<file path="src/rtl/core/bitmap_font_binary_parser_macros.svh">
// Assertion macros shared by the parser RTL.
`ifndef BITMAP_FONT_BINARY_PARSER_MACROS_SVH
`define BITMAP_FONT_BINARY_PARSER_MACROS_SVH

`ifndef SYNTHESIS

// The consequent must hold in the same cycle as the antecedent.
`define BMFP_ASSERT_SAME(label, clk, rst_n, ante, cons) \
	label: assert property (@(posedge clk) disable iff (!rst_n) (ante) |-> (cons)) \
		else $error("bmfp assertion failed");

// The consequent must hold in the cycle after the antecedent.
`define BMFP_ASSERT_NEXT(label, clk, rst_n, ante, cons) \
	label: assert property (@(posedge clk) disable iff (!rst_n) (ante) |=> (cons)) \
		else $error("bmfp assertion failed");

`else

`define BMFP_ASSERT_SAME(label, clk, rst_n, ante, cons)
`define BMFP_ASSERT_NEXT(label, clk, rst_n, ante, cons)

`endif

`endif

</file>
<file path="src/rtl/core/bmfp_pkg.sv">
package bmfp_pkg;

	// Kind of record carried by one output transaction.
	typedef enum logic [1:0] {
		KIND_GLYPH  = 2'd0,
		KIND_COMMON = 2'd1,
		KIND_STATUS = 2'd2
	} kind_t;

	// Final status codes.
	typedef enum logic [2:0] {
		ST_OK            = 3'd0,
		ST_BAD_SIG       = 3'd1,
		ST_UNKNOWN_BLOCK = 3'd2,
		ST_TRUNCATED     = 3'd3,
		ST_TOO_MANY_PAGE = 3'd4,
		ST_UNTERMINATED  = 3'd5
	} status_t;

	// Block ids of the file format.
	localparam logic [7:0] BLK_INFO   = 8'd1;
	localparam logic [7:0] BLK_COMMON = 8'd2;
	localparam logic [7:0] BLK_PAGES  = 8'd3;
	localparam logic [7:0] BLK_CHARS  = 8'd4;
	localparam logic [7:0] BLK_KERN   = 8'd5;

	// File signature "BMF" followed by format version 3.
	localparam logic [7:0] SIG_BYTES [4] = '{8'h42, 8'h4D, 8'h46, 8'h03};

	// Record geometry.
	localparam int COMMON_LEN = 10;
	localparam int CHAR_LEN   = 20;
	localparam int STORE_LEN  = 18;

	// One result record as queued for the output channel.
	typedef struct packed {
		kind_t              kind;
		logic [7:0]         char_code;
		logic [15:0]        x_or_line_height;
		logic [15:0]        y_or_base;
		logic [15:0]        width_or_scale_w;
		logic [15:0]        height_or_scale_h;
		logic signed [15:0] x_offset;
		logic signed [15:0] y_offset;
		logic signed [15:0] advance;
		logic [15:0]        page_count;
		status_t            status;
		logic               last_result;
	} result_t;

endpackage

</file>
<file path="src/rtl/core/bmfp_out_fifo.sv">
module bmfp_out_fifo (
	input  logic              clk,
	input  logic              arst_n,
	input  logic [1:0]        push_cnt,
	input  bmfp_pkg::result_t push_data [2],
	input  logic              pop,
	output bmfp_pkg::result_t head,
	output logic [2:0]        level
);
	import bmfp_pkg::*;

	localparam int DEPTH = 4;

	result_t    mem_q [DEPTH];
	logic [1:0] wr_ptr_q;
	logic [1:0] rd_ptr_q;
	logic [2:0] level_q;

	// Up to two entries are written per cycle, in order, at the write pointer.
	always_ff @(posedge clk) begin
		if (push_cnt != 2'd0) begin
			mem_q[wr_ptr_q] <= push_data[0];
		end
		if (push_cnt == 2'd2) begin
			mem_q[wr_ptr_q + 2'd1] <= push_data[1];
		end
	end

	// Pointers and fill level.
	always_ff @(posedge clk or negedge arst_n) begin
		if (!arst_n) begin
			wr_ptr_q <= '0;
			rd_ptr_q <= '0;
			level_q  <= '0;
		end else begin
			wr_ptr_q <= wr_ptr_q + push_cnt;
			rd_ptr_q <= rd_ptr_q + {1'b0, pop};
			level_q  <= level_q + {1'b0, push_cnt} - {2'b00, pop};
		end
	end

	assign head  = mem_q[rd_ptr_q];
	assign level = level_q;

endmodule

</file>
<file path="src/rtl/core/bitmap_font_binary_parser.sv">
// Streaming parser for version 3 bitmap-font binary files. The file enters one byte per
// transaction on the input channel, with last_byte set on its final byte. Each byte is
// held in an input register and parsed in a single pass, so the block takes one byte per
// clock while the input is not stalled; results are queued straight from the input register.
// A byte yields at most two results: a glyph or common-info record, and on the
// final byte the status record. Results wait in a four-entry output queue; the input
// stalls only while that queue holds more than two results, so with the output taken
// every cycle the rate stays at one byte per clock. After the status record all state
// is back at reset and the next file may follow at once.
`include "bitmap_font_binary_parser_macros.svh"

module bitmap_font_binary_parser #(
	parameter int CHAR_CODE_LIMIT = 256
) (
	input  logic               clk,
	input  logic               arst_n,
	input  logic               in_valid,
	output logic               in_stall,
	input  logic [7:0]         data_byte,
	input  logic               last_byte,
	output logic               out_valid,
	input  logic               out_stall,
	output logic [1:0]         record_kind,
	output logic [7:0]         char_code,
	output logic [15:0]        x_or_line_height,
	output logic [15:0]        y_or_base,
	output logic [15:0]        width_or_scale_w,
	output logic [15:0]        height_or_scale_h,
	output logic signed [15:0] x_offset,
	output logic signed [15:0] y_offset,
	output logic signed [15:0] advance,
	output logic [15:0]        page_count,
	output logic [2:0]         status,
	output logic               last_result
);
	import bmfp_pkg::*;

	localparam logic [32:0] CODE_LIMIT = 33'(CHAR_CODE_LIMIT);

	typedef enum logic [1:0] {
		PH_SIG,
		PH_HDR,
		PH_BODY,
		PH_ERR
	} phase_t;

	// Input register.
	logic       valid_s1;
	logic [7:0] data_s1;
	logic       last_s1;
	logic       adv;

	// Parser state.
	phase_t      phase_q, phase_n;
	logic [2:0]  hdr_cnt_q, hdr_cnt_n;
	logic [7:0]  blk_id_q, blk_id_n;
	logic [31:0] remain_q, remain_n;
	logic [4:0]  offset_q, offset_n;
	logic [7:0]  rec_q [STORE_LEN];
	logic        name_pend_q, name_pend_n;
	status_t     err_q, err_n;
	logic        rec_wr;

	// Results of the current byte.
	logic        rec_valid;
	result_t     rec;
	result_t     stat;
	status_t     final_st;
	logic [31:0] glyph_code;
	logic [15:0] pages;
	logic [1:0]  push_cnt;
	result_t     push_data [2];
	result_t     head;
	logic [2:0]  fifo_level;

	// The held byte moves on when the queue has room for two results.
	assign adv      = valid_s1 && (fifo_level <= 3'd2);
	assign in_stall = valid_s1 && !adv;

	always_ff @(posedge clk or negedge arst_n) begin
		if (!arst_n) begin
			valid_s1 <= 1'b0;
		end else if (in_valid && !in_stall) begin
			valid_s1 <= 1'b1;
		end else if (adv) begin
			valid_s1 <= 1'b0;
		end
	end

	always_ff @(posedge clk) begin
		if (in_valid && !in_stall) begin
			data_s1 <= data_byte;
			last_s1 <= last_byte;
		end
	end

	assign glyph_code = {rec_q[3], rec_q[2], rec_q[1], rec_q[0]};
	assign pages      = {data_s1, rec_q[8]};

	// Next state and record for the held byte.
	always_comb begin
		phase_n     = phase_q;
		hdr_cnt_n   = hdr_cnt_q;
		blk_id_n    = blk_id_q;
		remain_n    = remain_q;
		offset_n    = offset_q;
		err_n       = err_q;
		rec_wr      = 1'b0;
		rec_valid   = 1'b0;
		rec         = '0;
		name_pend_n = (data_s1 == 8'd0) ? 1'b0 : name_pend_q;

		unique case (phase_q)
			PH_SIG: begin
				if (data_s1 != SIG_BYTES[hdr_cnt_q[1:0]]) begin
					err_n   = ST_BAD_SIG;
					phase_n = PH_ERR;
				end else if (hdr_cnt_q == 3'd3) begin
					hdr_cnt_n = '0;
					phase_n   = PH_HDR;
				end else begin
					hdr_cnt_n = hdr_cnt_q + 3'd1;
				end
			end
			PH_HDR: begin
				// Id byte, then the body size in little-endian order.
				case (hdr_cnt_q)
					3'd0: begin
						blk_id_n = data_s1;
						remain_n = '0;
					end
					3'd1: remain_n[7:0]   = data_s1;
					3'd2: remain_n[15:8]  = data_s1;
					3'd3: remain_n[23:16] = data_s1;
					default: remain_n[31:24] = data_s1;
				endcase
				hdr_cnt_n = hdr_cnt_q + 3'd1;
				if (hdr_cnt_q == 3'd4) begin
					hdr_cnt_n = '0;
					offset_n  = '0;
					if (blk_id_q < BLK_INFO || blk_id_q > BLK_KERN) begin
						err_n = ST_UNKNOWN_BLOCK;
					end
					if (blk_id_q == BLK_PAGES) begin
						name_pend_n = 1'b1;
					end
					if (remain_n == 32'd0) begin
						phase_n = (err_n != ST_OK) ? PH_ERR : PH_HDR;
					end else begin
						phase_n = PH_BODY;
					end
				end
			end
			PH_BODY: begin
				remain_n = remain_q - 32'd1;
				if (blk_id_q == BLK_COMMON && offset_q < 5'(COMMON_LEN)) begin
					rec_wr   = 1'b1;
					offset_n = offset_q + 5'd1;
					if (offset_q == 5'(COMMON_LEN - 1)) begin
						// The page count's high byte is the byte in hand.
						rec_valid             = 1'b1;
						rec.kind              = KIND_COMMON;
						rec.x_or_line_height  = {rec_q[1], rec_q[0]};
						rec.y_or_base         = {rec_q[3], rec_q[2]};
						rec.width_or_scale_w  = {rec_q[5], rec_q[4]};
						rec.height_or_scale_h = {rec_q[7], rec_q[6]};
						rec.page_count        = pages;
						if (pages > 16'd1 && err_q == ST_OK) begin
							err_n = ST_TOO_MANY_PAGE;
						end
					end
				end else if (blk_id_q == BLK_CHARS) begin
					rec_wr   = offset_q < 5'(STORE_LEN);
					offset_n = offset_q + 5'd1;
					if (offset_q >= 5'(CHAR_LEN - 1)) begin
						offset_n = '0;
						if ({1'b0, glyph_code} < CODE_LIMIT) begin
							rec_valid             = 1'b1;
							rec.kind              = KIND_GLYPH;
							rec.char_code         = glyph_code[7:0];
							rec.x_or_line_height  = {rec_q[5], rec_q[4]};
							rec.y_or_base         = {rec_q[7], rec_q[6]};
							rec.width_or_scale_w  = {rec_q[9], rec_q[8]};
							rec.height_or_scale_h = {rec_q[11], rec_q[10]};
							rec.x_offset          = {rec_q[13], rec_q[12]};
							rec.y_offset          = {rec_q[15], rec_q[14]};
							rec.advance           = {rec_q[17], rec_q[16]};
						end
					end
				end
				if (remain_n == 32'd0) begin
					phase_n   = (err_n != ST_OK) ? PH_ERR : PH_HDR;
					hdr_cnt_n = (err_n != ST_OK) ? hdr_cnt_n : 3'd0;
				end
			end
			default: begin
			end
		endcase
		rec.last_result = !last_s1;
	end

	// Final status from the state that the last byte leaves.
	always_comb begin
		unique case (phase_n)
			PH_SIG:  final_st = ST_BAD_SIG;
			PH_ERR:  final_st = name_pend_n ? ST_UNTERMINATED : err_n;
			PH_HDR:  final_st = name_pend_n ? ST_UNTERMINATED : ST_OK;
			default: begin
				if (blk_id_n == BLK_PAGES) begin
					final_st = ST_TRUNCATED;
				end else begin
					final_st = name_pend_n ? ST_UNTERMINATED : ST_TRUNCATED;
				end
			end
		endcase
		stat             = '0;
		stat.kind        = KIND_STATUS;
		stat.status      = final_st;
		stat.last_result = 1'b1;
	end

	// Pack the results of this byte, record first, into the queue.
	always_comb begin
		push_data[0] = rec_valid ? rec : stat;
		push_data[1] = stat;
		if (!adv) begin
			push_cnt = 2'd0;
		end else begin
			push_cnt = {1'b0, rec_valid} + {1'b0, last_s1};
		end
	end

	// Parser state register; the final byte returns everything to reset.
	always_ff @(posedge clk or negedge arst_n) begin
		if (!arst_n) begin
			phase_q     <= PH_SIG;
			hdr_cnt_q   <= '0;
			blk_id_q    <= '0;
			remain_q    <= '0;
			offset_q    <= '0;
			name_pend_q <= 1'b0;
			err_q       <= ST_OK;
		end else if (adv) begin
			if (last_s1) begin
				phase_q     <= PH_SIG;
				hdr_cnt_q   <= '0;
				blk_id_q    <= '0;
				remain_q    <= '0;
				offset_q    <= '0;
				name_pend_q <= 1'b0;
				err_q       <= ST_OK;
			end else begin
				phase_q     <= phase_n;
				hdr_cnt_q   <= hdr_cnt_n;
				blk_id_q    <= blk_id_n;
				remain_q    <= remain_n;
				offset_q    <= offset_n;
				name_pend_q <= name_pend_n;
				err_q       <= err_n;
			end
		end
	end

	// Record byte store, written at the running offset.
	always_ff @(posedge clk) begin
		if (adv && rec_wr) begin
			rec_q[offset_q] <= data_s1;
		end
	end

	bmfp_out_fifo u_out_fifo (
		.clk       (clk),
		.arst_n    (arst_n),
		.push_cnt  (push_cnt),
		.push_data (push_data),
		.pop       (out_valid && !out_stall),
		.head      (head),
		.level     (fifo_level)
	);

	// Output channel driven from the queue head.
	assign out_valid         = fifo_level != 3'd0;
	assign record_kind       = head.kind;
	assign char_code         = head.char_code;
	assign x_or_line_height  = head.x_or_line_height;
	assign y_or_base         = head.y_or_base;
	assign width_or_scale_w  = head.width_or_scale_w;
	assign height_or_scale_h = head.height_or_scale_h;
	assign x_offset          = head.x_offset;
	assign y_offset          = head.y_offset;
	assign advance           = head.advance;
	assign page_count        = head.page_count;
	assign status            = head.status;
	assign last_result       = head.last_result;

	// Checks on flow control and end-of-file handling.
	`BMFP_ASSERT_SAME(a_level_bound, clk, arst_n, 1'b1, fifo_level <= 3'd4)
	`BMFP_ASSERT_SAME(a_stall_held, clk, arst_n, in_stall, valid_s1)
	`BMFP_ASSERT_SAME(a_two_needs_last, clk, arst_n, push_cnt == 2'd2, last_s1)
	`BMFP_ASSERT_NEXT(a_eof_reset, clk, arst_n, adv && last_s1, phase_q == PH_SIG)

endmodule

</file>
<file path="config.mk">
export PLATFORM = sky130hd
export DESIGN_NAME = bitmap_font_binary_parser
export DESIGN_NICKNAME = d
export VERILOG_FILES = /design/src/rtl/core/bmfp_pkg.sv /design/src/rtl/core/bmfp_out_fifo.sv /design/src/rtl/core/bitmap_font_binary_parser.sv
export VERILOG_INCLUDE_DIRS = /design/src /design/src/rtl/core
export SDC_FILE = /design/constraint.sdc
export NUM_CORES = 2
export LEC_CHECK = 0
export BUFFER_PORTS_ARGS = -buffer_cell sky130_fd_sc_hd__buf_2
export CAP_MARGIN = 15
export CORE_MARGIN = 4
export CORE_UTILIZATION = 30
export DETAILED_ROUTE_END_ITERATION = 10
export PLACE_DENSITY = 0.46
export SYNTH_ARGS = -nofsm -noshare
export SYNTH_HDL_FRONTEND = slang
export SYNTH_SLANG_ARGS = --single-unit
</file>
<file path="constraint.sdc">
create_clock -name clk -period 8.1 [get_ports clk]
set_input_delay 0.405 -clock clk [delete_from_list [all_inputs] [get_ports clk]]
set_output_delay 0.405 -clock clk [all_outputs]
set_load 0.05 [all_outputs]
</file>
==> results.json <==
{
  "outcome": "finished clean",
  "max_freq_mhz": 185.2,
  "synth_top_cell_by_area": "dfxtp_1",
  "cts.clk_slew.worst_paths_ns": 0.06,
  "post_drt_wl_per_cell_um": 25.54,
  "crit_family": "simple AND/OR/NAND/NOR gates",
  "drive_above_1_share_pct": 19.87,
  "hold_path.startpoint": "out_stall",
  "ir_worst_vdd_mv": 0.1552,
  "yosys_warnings": 0,
  "grt.total_usage_pct": 18.21,
  "clkLatencyLatePin_ns": 0.67,
  "crit_path_top_delay_cell": "nor2_4",
  "post-synth-top-count-cell": "dfxtp_1",
  "synth_fp_nets": 2498,
  "clockRootBuffer": "clkbuf_16",
  "grt_max_degree": 93,
  "fin_skew_ns": 0.03032,
  "tightest_slew_ns": 1.134,
  "portBuffers": 156,
  "worst_slack_ns": 2.701,
  "slew_headroom_pct": 24.19,
  "pin_count": 157,
  "start_util_pct": 30.41,
  "numCtsBuffers": 88,
  "core_area_sq_mm": 0.1023,
  "cts_tree": "built",
  "area_delta_synth_final_pct": 16.77,
  "p_per_area_mw_per_mm2": 328.2,
  "cts.sinks": 783,
  "drv_cap": 0,
  "dp_slack_ns": 2.737,
  "synthTopCellsByArea": "dfxtp_1 (36%), edfxtp_1 (16%), a22o_1 (14%)",
  "drt_wl_total_mm": 101.6,
  "holdCritPathClass": "input port to register",
  "die_x_um": 330.1,
  "ys_seq_area_share_pct": 56.67,
  "cts_max_level": 3,
  "r2r_start": "offset_q[1]",
  "cp-startpoint": "offset_q[1]",
  "cp.arrival_ns": 5.98,
  "ant_nets": 0,
  "worstPathCellList": "o21ai_0 -> nor4b_1 -> and4_2 -> buf_4 -> o21ai_0 -> inv_1 -> ha_1 -> o21ai_1 -> nor2_4 -> buf_4 -> nor2_4 -> buf_12 -> a22o_1",
  "synth_edf_count": 165,
  "grt_pass1_vias": 23180,
  "num-fill-cells": 9846,
  "syn_area_sq_mm": 0.03112,
  "power.total_mw": 11.93,
  "antenna_found_initial": 3,
  "first_iter_violations": 1837,
  "finalSetupViolCount": 0,
  "cts_buffer_depth": 3,
  "setup_tns_ns": 0,
  "syn-mean-instance-area_sq_um": 12.64,
  "finalCritPeriodShare_pct": 66.66,
  "fin_crit_ns": 5.399,
  "cp_num_buf_inv": 4,
  "dr.pass1.iters": 7,
  "ys_types": 78,
  "utilization_pct": 35.51,
  "via_count": 22480,
  "critPathKind": "register to register",
  "die_h_um": 330.1,
  "route.detailed.drc": 0,
  "setup.worst_path.end_class": "register",
  "synth_top_flop_cell": "dfxtp_1",
  "grt.overflow.total": 0,
  "yosys.area.top_type_share_pct": 35.76,
  "place_congestion": 0.8284,
  "die-area_sq_mm": 0.1090,
  "p_leak_nw": 13.47,
  "hpwl_mm": 59.24,
  "rows": 117,
  "ys_ff_latch": 783,
  "via_per_inst": 5.653,
  "hold_viol_final": 0,
  "cp_max_fo": 65,
  "grt_pass1_wl_mm": 152.2,
  "layout.nets": 2567,
  "critical_path.max_stage_delay_ns": 0.80,
  "cp-start-kind": "register",
  "netlist_instances": 2462,
  "synthArstFlopShare_pct": 7.918,
  "rsz0062_at_grt": "no",
  "yosys-top-cells-count": "dfxtp_1 (556), a22o_1 (515), clkbuf_1 (190), edfxtp_1 (165), nor2_1 (147)",
  "drv_slew": 0,
  "critPathRequiredTime_ns": 8.68
}
-- state kept, by name, indices dropped and copies added, names as in the netlist, 3 cells and up --
name,cells
offset_q,5
rec_q,144
hdr_cnt_q,3
u_out_fifo.level,3
blk_id_q,8
data_s1,8
remain_q,32
err_q,3
u_out_fifo.mem_q,568
-- cell usage in the layout (no fill, tap or decap), types with 25 or more instances in the layout --
cell,n
inv_1,33
o21ai_0,57
dfrtp_1,60
edfxtp_1,165
a21oi_1,39
nor3_1,29
buf_4,39
mux4_2,142
clkbuf_16,91
nor2_1,136
buf_2,156
nand2_1,80
dfxtp_1,556
a22oi_1,73
a22o_1,515
a32o_1,51
clkbuf_1,25
-- kinds of logic after synthesis --
family	Yosys count	share of synthesized area (%)
AND/OR/NAND/NOR	395	6.199
adder cells (fa/ha/maj)	23	0.9488
flip-flops	783	56.67
XOR/XNOR	24	0.6754
buffers and inverters	266	3.264
multiplexers	148	10.48
AO/OA/AOI/OAI	823	21.77
-- worst paths after layout --
check / end / slack, ns / depth (start not counted)
min in group asynchronous: remain_q[29] / 0.49 / 3
max in group asynchronous: u_out_fifo.rd_ptr_q[1] / 6.95 / 3
min: u_out_fifo.rd_ptr_q[0] / 0.30 / 3
min reg2reg: u_out_fifo.mem_q[1][141] / 0.45 / 2
max: u_out_fifo.mem_q[3][63] / 2.70 / 13
max reg2reg: u_out_fifo.mem_q[3][63] / 2.70 / 13
-- area by class of cell --
cell class	count	area (sq um)	share of cell area [%]
antenna	1	2.502	0.006886
clock buffer	124	2481	6.827
inverter	34	127.6	0.3512
clock inverter	42	494.2	1.360
timing repair buffer	211	1284	3.532
sequential	783	17640	48.55
multi-input combinational	1413	12600	34.66
tap	1368	1712	4.710
-- metrics by stage --
| stage | instance area (sq um) | hold slack, ns | std cells |
|---|---|---|---|
| global route | 36340 | 0.3065 | 3975 |
| global placement | 33230 | 0.4300 | 3797 |
| finish | 36340 | 0.2956 | 3976 |
| floorplan | 31120 | 0.1094 | 2462 |
| detailed placement | 33230 | 0.4387 | 3797 |
| CTS | 36320 | 0.2980 | 3974 |
-- layer usage --
layer  wire length (um)  vias to the layer above  track usage [%]
li1                   -                     9868                -
met1              44580                    11760            24.48
met2              49860                      727            31.02
met3               5280                      121            2.623
met4               1846                        0            4.417
met5                  0                        -                0
-- worst min-delay path: stages --
cell and delay, ns:
buf_2 0.08, nor2b_1 0.12, ha_1 0.30
-- timing repair --
item / 4_1_cts / 5_1_grt
gates resized for setup: 0 / 0
buffers inserted: 0 / 0
setup endpoints to repair: 0 / 0
hold buffers: 11 / 0
endpoints found under the hold margin: 72 / 0
-- where the power goes --
part | leakage, nW | internal, mW | switching, mW
logic | 5.25 | 1.12 | 2.32
clock network | 1.44 | 2.38 | 1.69
registers | 6.78 | 4.17 | 0.246
total | 13.5 | 7.67 | 4.26
Power figures use the tool's default switching activity.
